[config.mk]
export PLATFORM = sky130hd
export DESIGN_NAME = pcrm_min_tree
export DESIGN_NICKNAME = d
export VERILOG_FILES = /design/src/hdl/pcrm_pkg.sv /design/src/hdl/pcrm_min_tree.sv
export SDC_FILE = /design/constraint.sdc
export NUM_CORES = 1
export LEC_CHECK = 0
export ABC_AREA = 1
export CORE_ASPECT_RATIO = 1.5
export CORE_MARGIN = 4
export CORE_UTILIZATION = 35
export CTS_CLUSTER_DIAMETER = 30
export DETAILED_ROUTE_END_ITERATION = 16
export DONT_BUFFER_PORTS = 1
export GPL_TIMING_DRIVEN = 1
export PLACE_DENSITY = 0.45
export SLEW_MARGIN = 10
export SYNTH_ARGS = -nofsm -noshare
export SYNTH_HDL_FRONTEND = slang
export SYNTH_SLANG_ARGS = --single-unit
[constraint.sdc]
create_clock -name clk -period 5.4 [get_ports clk]
set_input_delay 0.54 -clock clk [delete_from_list [all_inputs] [get_ports clk]]
set_output_delay 0.54 -clock clk [all_outputs]
set_load 0.01 [all_outputs]
[src/hdl/pcrm_pkg.sv]
package pcrm_pkg;

    localparam int ENTRIES     = 16;
    localparam int IDX_W       = (ENTRIES > 1) ? $clog2(ENTRIES) : 1;
    localparam int TREE_N      = 1 << IDX_W;
    localparam int LVLS        = IDX_W;
    localparam int SPLIT       = (IDX_W + 1) / 2;
    localparam int MID_N       = TREE_N >> SPLIT;
    localparam int FIELD_IDX_W = 4;
    localparam int CH_W        = 8;
    localparam int RGB_W       = 3 * CH_W;
    localparam int SQ_W        = 2 * CH_W;
    localparam int DIST_W      = SQ_W + 2;
    localparam logic [CH_W-1:0] MAX_DIST_RST = 8'd8;

    typedef enum logic [1:0] {
        OP_WRITE = 2'd0,
        OP_EXACT = 2'd1,
        OP_NEAR  = 2'd2
    } op_t;

    typedef logic [RGB_W-1:0]  rgb_t;
    typedef logic [IDX_W-1:0]  idx_t;
    typedef logic [DIST_W-1:0] dist_t;
    typedef logic [CH_W-1:0]   chan_t;
    typedef logic [SQ_W-1:0]   sq_t;

    typedef struct packed {
        op_t                    op;
        logic [FIELD_IDX_W-1:0] index;
        rgb_t                   rgb;
        rgb_t                   new_rgb;
    } item_t;

    typedef struct packed {
        logic hit;
        idx_t idx;
    } exact_t;

    typedef struct packed {
        item_t  item;
        exact_t exact;
        idx_t   best_idx;
        dist_t  best_d;
    } match_t;

    function automatic chan_t abs_diff(input chan_t a, input chan_t b);
        chan_t d;
        if (a > b)
        begin
            d = a - b;
        end
        else
        begin
            d = b - a;
        end
        return d;
    endfunction

    function automatic logic index_ok(input logic [FIELD_IDX_W-1:0] index);
        return int'(index) < ENTRIES;
    endfunction

endpackage

[src/hdl/pcrm_min_tree.sv]
module pcrm_min_tree
    import pcrm_pkg::*;
(
    input  logic   clk,
    input  logic   rst_n,
    input  logic   up_valid,
    output logic   up_ready,
    input  item_t  up_item,
    input  exact_t up_exact,
    input  dist_t  up_dist [ENTRIES],
    output logic   down_valid,
    input  logic   down_ready,
    output match_t down_match
);

    logic   v5_reg, v6_reg;
    logic   acc5, acc6;
    item_t  it5_reg;
    exact_t exact5_reg;
    dist_t  mid_d_reg [MID_N];
    idx_t   mid_i_reg [MID_N];
    dist_t  mid_d_next [MID_N];
    idx_t   mid_i_next [MID_N];
    dist_t  l1_d [SPLIT+1][TREE_N];
    idx_t   l1_i [SPLIT+1][TREE_N];
    dist_t  l2_d [LVLS-SPLIT+1][MID_N];
    idx_t   l2_i [LVLS-SPLIT+1][MID_N];
    match_t match_reg, match_next;

    assign acc6     = !v6_reg || down_ready;
    assign acc5     = !v5_reg || acc6;
    assign up_ready = acc5;

    // ties keep the lower entry
    always_comb
    begin
        for (int l = 0; l <= SPLIT; l++)
        begin
            for (int j = 0; j < TREE_N; j++)
            begin
                l1_d[l][j] = '0;
                l1_i[l][j] = '0;
            end
        end
        for (int j = 0; j < TREE_N; j++)
        begin
            l1_d[0][j] = (j < ENTRIES) ? up_dist[j] : '1;
            l1_i[0][j] = IDX_W'(j);
        end
        for (int l = 0; l < SPLIT; l++)
        begin
            for (int j = 0; j < (TREE_N >> (l + 1)); j++)
            begin
                if (l1_d[l][2*j+1] < l1_d[l][2*j])
                begin
                    l1_d[l+1][j] = l1_d[l][2*j+1];
                    l1_i[l+1][j] = l1_i[l][2*j+1];
                end
                else
                begin
                    l1_d[l+1][j] = l1_d[l][2*j];
                    l1_i[l+1][j] = l1_i[l][2*j];
                end
            end
        end
        for (int j = 0; j < MID_N; j++)
        begin
            mid_d_next[j] = l1_d[SPLIT][j];
            mid_i_next[j] = l1_i[SPLIT][j];
        end
    end

    always_comb
    begin
        for (int l = 0; l <= LVLS - SPLIT; l++)
        begin
            for (int j = 0; j < MID_N; j++)
            begin
                l2_d[l][j] = '0;
                l2_i[l][j] = '0;
            end
        end
        for (int j = 0; j < MID_N; j++)
        begin
            l2_d[0][j] = mid_d_reg[j];
            l2_i[0][j] = mid_i_reg[j];
        end
        for (int l = 0; l < LVLS - SPLIT; l++)
        begin
            for (int j = 0; j < (MID_N >> (l + 1)); j++)
            begin
                if (l2_d[l][2*j+1] < l2_d[l][2*j])
                begin
                    l2_d[l+1][j] = l2_d[l][2*j+1];
                    l2_i[l+1][j] = l2_i[l][2*j+1];
                end
                else
                begin
                    l2_d[l+1][j] = l2_d[l][2*j];
                    l2_i[l+1][j] = l2_i[l][2*j];
                end
            end
        end
        match_next.item     = it5_reg;
        match_next.exact    = exact5_reg;
        match_next.best_d   = l2_d[LVLS-SPLIT][0];
        match_next.best_idx = l2_i[LVLS-SPLIT][0];
    end

    always_ff @(posedge clk or negedge rst_n)
    begin
        if (!rst_n)
        begin
            v5_reg <= 1'b0;
            v6_reg <= 1'b0;
        end
        else
        begin
            if (acc5)
            begin
                v5_reg <= up_valid;
            end
            if (acc6)
            begin
                v6_reg <= v5_reg;
            end
        end
    end

    always_ff @(posedge clk)
    begin
        if (acc5 && up_valid)
        begin
            it5_reg    <= up_item;
            exact5_reg <= up_exact;
            mid_d_reg  <= mid_d_next;
            mid_i_reg  <= mid_i_next;
        end
        if (acc6 && v5_reg)
        begin
            match_reg <= match_next;
        end
    end

    assign down_valid = v6_reg;
    assign down_match = match_reg;

endmodule

==> run metrics <==
share of Yosys cell area claimed by the top area cell type 0.3824; Core Box Area 48800 um^2; leading cell types by total area after synthesis sky130_fd_sc_hd__edfxtp_1, sky130_fd_sc_hd__ha_1, sky130_fd_sc_hd__nand2_1, sky130_fd_sc_hd__inv_1, sky130_fd_sc_hd__o21ai_0; crit share post-route 0.8595; buffers inserted by post-CTS timing repair 0; Worst R2R Path Depth 18; reg2reg end down_match[12]$_DFFE_PP_; critical path type reg2reg; DRC violations left 0; critical path arrival 5.01 ns; hold crit path type in2reg; Clock Tree Buf Depth 3; hold worst-path end it5_reg[52]$_DFFE_PP_; PD cells 390.2 nW/um^2; count of distinct cell types in the synthesized netlist 33; I/O pin total 434; WL/cell 16.77 um; count of TritonRoute iterations in the first routing pass 6; total number of vias 13630; detail-routed via count per cell 4.742; source of the worst register-to-register timing path l2_d[189]$_DFFE_PP_; pin count of the biggest net entering global routing 112; synthesized netlist net count 2790; half-perimeter wire length after detailed placement 40080 um; post-synthesis cell count 2184; H-tree depth 2; Clock Skews 0.02090 ns; final antenna-violating net count 0; unrepaired setup endpoints after global routing false; count of yosys warnings during synthesis 0; floorplan die height 280.1 um; RePlAce Congestion 0.8754; Max-Slew Margin vs Limit 0.3187; clock latency of the later-clocked register in the worst-skew pair 0.54 ns; global-route wire length before repair 73510 um; layout net count 2789; CP endpoint kind flop; leading cell type in the layout, fill and taps excluded sky130_fd_sc_hd__nand2_1; overall overflow remaining after global route 0; clock transition at the registers of the reported paths 0.06 ns; final hold vios 0; starting DRC count in detailed routing 540; reg-to-reg slack, setup 0.76 ns; die outline area 53050 um^2; Hold Path Origin up_item[52]; Die X-Extent 189.4 um; CP required 5.77 ns; synthesized area 17270 um^2; Final Routed Wirelength 48190 um; number of core rows 99; clk sinks 222; post-layout power 7.521 mW; post-synthesis sequential element count 222; number of buffers added on ports 0; worst ir drop on vdd 236.0 uV; final setup violating endpoints 0; commonest non-fill, non-tap cells in the layout sky130_fd_sc_hd__nand2_1, sky130_fd_sc_hd__inv_1, sky130_fd_sc_hd__ha_1; layout overhead on the synthesized area 11.59%; Initial Util 0.3539; fraction of final layout cells with drive strength greater than 1 0.05996; clock tree from TritonCTS yes; Syn Area/Cell 7.909 um^2; max-cap violation count 0; cell taking the most area after synthesis sky130_fd_sc_hd__edfxtp_1; number of flip-flops under the largest register name 81; kind of start point of the critical path flop; number of global-route vias before repair 13750; worst hold path stage count 0; all-layer global routing usage 0.1755; crit path max fanout 22; run status finished clean; sequential area share after synthesis 0.3853; Slew Viols, Final 0; slew at the pin with the worst max-slew slack 1.022 ns; antenna violations before repair 0; time the worst path needs with I/O delays and setup 4.641 ns; leak pwr 9.699 nW; sum of negative setup slack 0 ns; total clock buffers created by CTS 43; antenna fix cells 0; fmax 215.5 MHz; cell at the root of the clock tree sky130_fd_sc_hd__clkbuf_16
-- logic make-up after synthesis --
group	count (synthesis)	synth area share
AND/OR/NAND/NOR	922	0.2240
flip-flops	222	0.3853
adder cells (fa/ha/maj)	255	0.1847
buffers and inverters	474	0.1110
AO/OA/AOI/OAI	311	0.09503
-- synth_stat cells, drive strengths merged --
master	count
nor2	66
o221ai	8
a21oi	96
nand4	22
nor4	5
nand3b	4
a21o	10
edfxtp	220
nand3	113
a211oi	1
o211ai	2
o21a	8
ha	255
o21ai	184
nor4b	1
nor3	1
buf	43
inv	413
clkbuf	18
dfrtp	2
and2	5
nand2	705
a31oi	2
-- metrics by stage --
stage	std cells	util	worst slack [ns]	hold WS, ns	cell area (um^2)
4_1_cts	2874	0.3950	0.7188	0.04662	19280
2_1_floorplan	2184	-	0.3513	0.2444	17270
6_report	2874	0.3950	0.7586	0.08753	19280
3_5_place_dp	2793	0.3659	0.7438	0.2445	17860
3_3_place_gp	2793	0.3659	0.7261	0.2445	17860
5_1_grt	2874	0.3950	0.2022	0.04905	19280
-- cell type report --
type	instances	area (um^2)
timing repair buffer	15	115.1
clock inverter	33	319.1
inverter	413	1555
clock buffer	47	1091
tap	656	820.8
sequential	222	6656
fill	5084	29530
multi-input combinational	1488	8718
-- power by group --
group          internal (mW)  leakage, nW  total, mW  switching, mW
clock network           1.56        0.679       2.52          0.960
logic                  0.797         6.87       2.42           1.63
registers               2.35         2.15       2.58          0.230
total                   4.70         9.70       7.52           2.82
-- worst max path at each step --
stage	start	end	slack, ns	depth (start not counted)
after floorplan	down_ready	down_match[0]$_DFFE_PP_	0.35	2
after global placement	l2_d[215]$_DFFE_PP_	down_match[12]$_DFFE_PP_	0.73	18
after detailed placement	l2_d[215]$_DFFE_PP_	down_match[12]$_DFFE_PP_	0.74	18
after CTS	l2_d[189]$_DFFE_PP_	down_match[12]$_DFFE_PP_	0.72	18
after global routing	l2_d[215]$_DFFE_PP_	down_match[12]$_DFFE_PP_	0.20	18
final	l2_d[189]$_DFFE_PP_	down_match[12]$_DFFE_PP_	0.76	18
-- routing by layer --
| metal | up-vias | share of wire | global-route usage |
|---|---|---|---|
| li1 | 7132 | - | - |
| met1 | 5988 | 0.38 | 0.1885 |
| met2 | 407 | 0.51 | 0.3251 |
| met3 | 102 | 0.067 | 0.04593 |
| met4 | 0 | 0.042 | 0.07164 |
| met5 | - | 0 | 0 |
-- critical path, cell delays in order, from the launching register on --
cell	delay [ns]
sky130_fd_sc_hd__edfxtp_1	0.40
sky130_fd_sc_hd__ha_1	0.33
sky130_fd_sc_hd__a21o_1	0.18
sky130_fd_sc_hd__nor2_1	0.10
sky130_fd_sc_hd__nand2_1	0.07
sky130_fd_sc_hd__nand2_1	0.08
sky130_fd_sc_hd__nand3_1	0.39
sky130_fd_sc_hd__buf_4	0.38
sky130_fd_sc_hd__o21ai_0	0.42
sky130_fd_sc_hd__inv_1	0.09
sky130_fd_sc_hd__ha_1	0.29
sky130_fd_sc_hd__inv_1	0.03
sky130_fd_sc_hd__nor4_1	0.37
sky130_fd_sc_hd__inv_1	0.09
sky130_fd_sc_hd__nor4_1	0.24
sky130_fd_sc_hd__nand2_2	0.33
sky130_fd_sc_hd__nand2_2	0.43
sky130_fd_sc_hd__nand2_1	0.11
sky130_fd_sc_hd__nand2_1	0.14
-- timing repair --
action / CTS / global route
hold endpoints to repair: 2 / 0
gates resized for setup: 0 / 0
hold buffers: 1 / 0
Note: power is estimated with default switching activity, not from simulation.
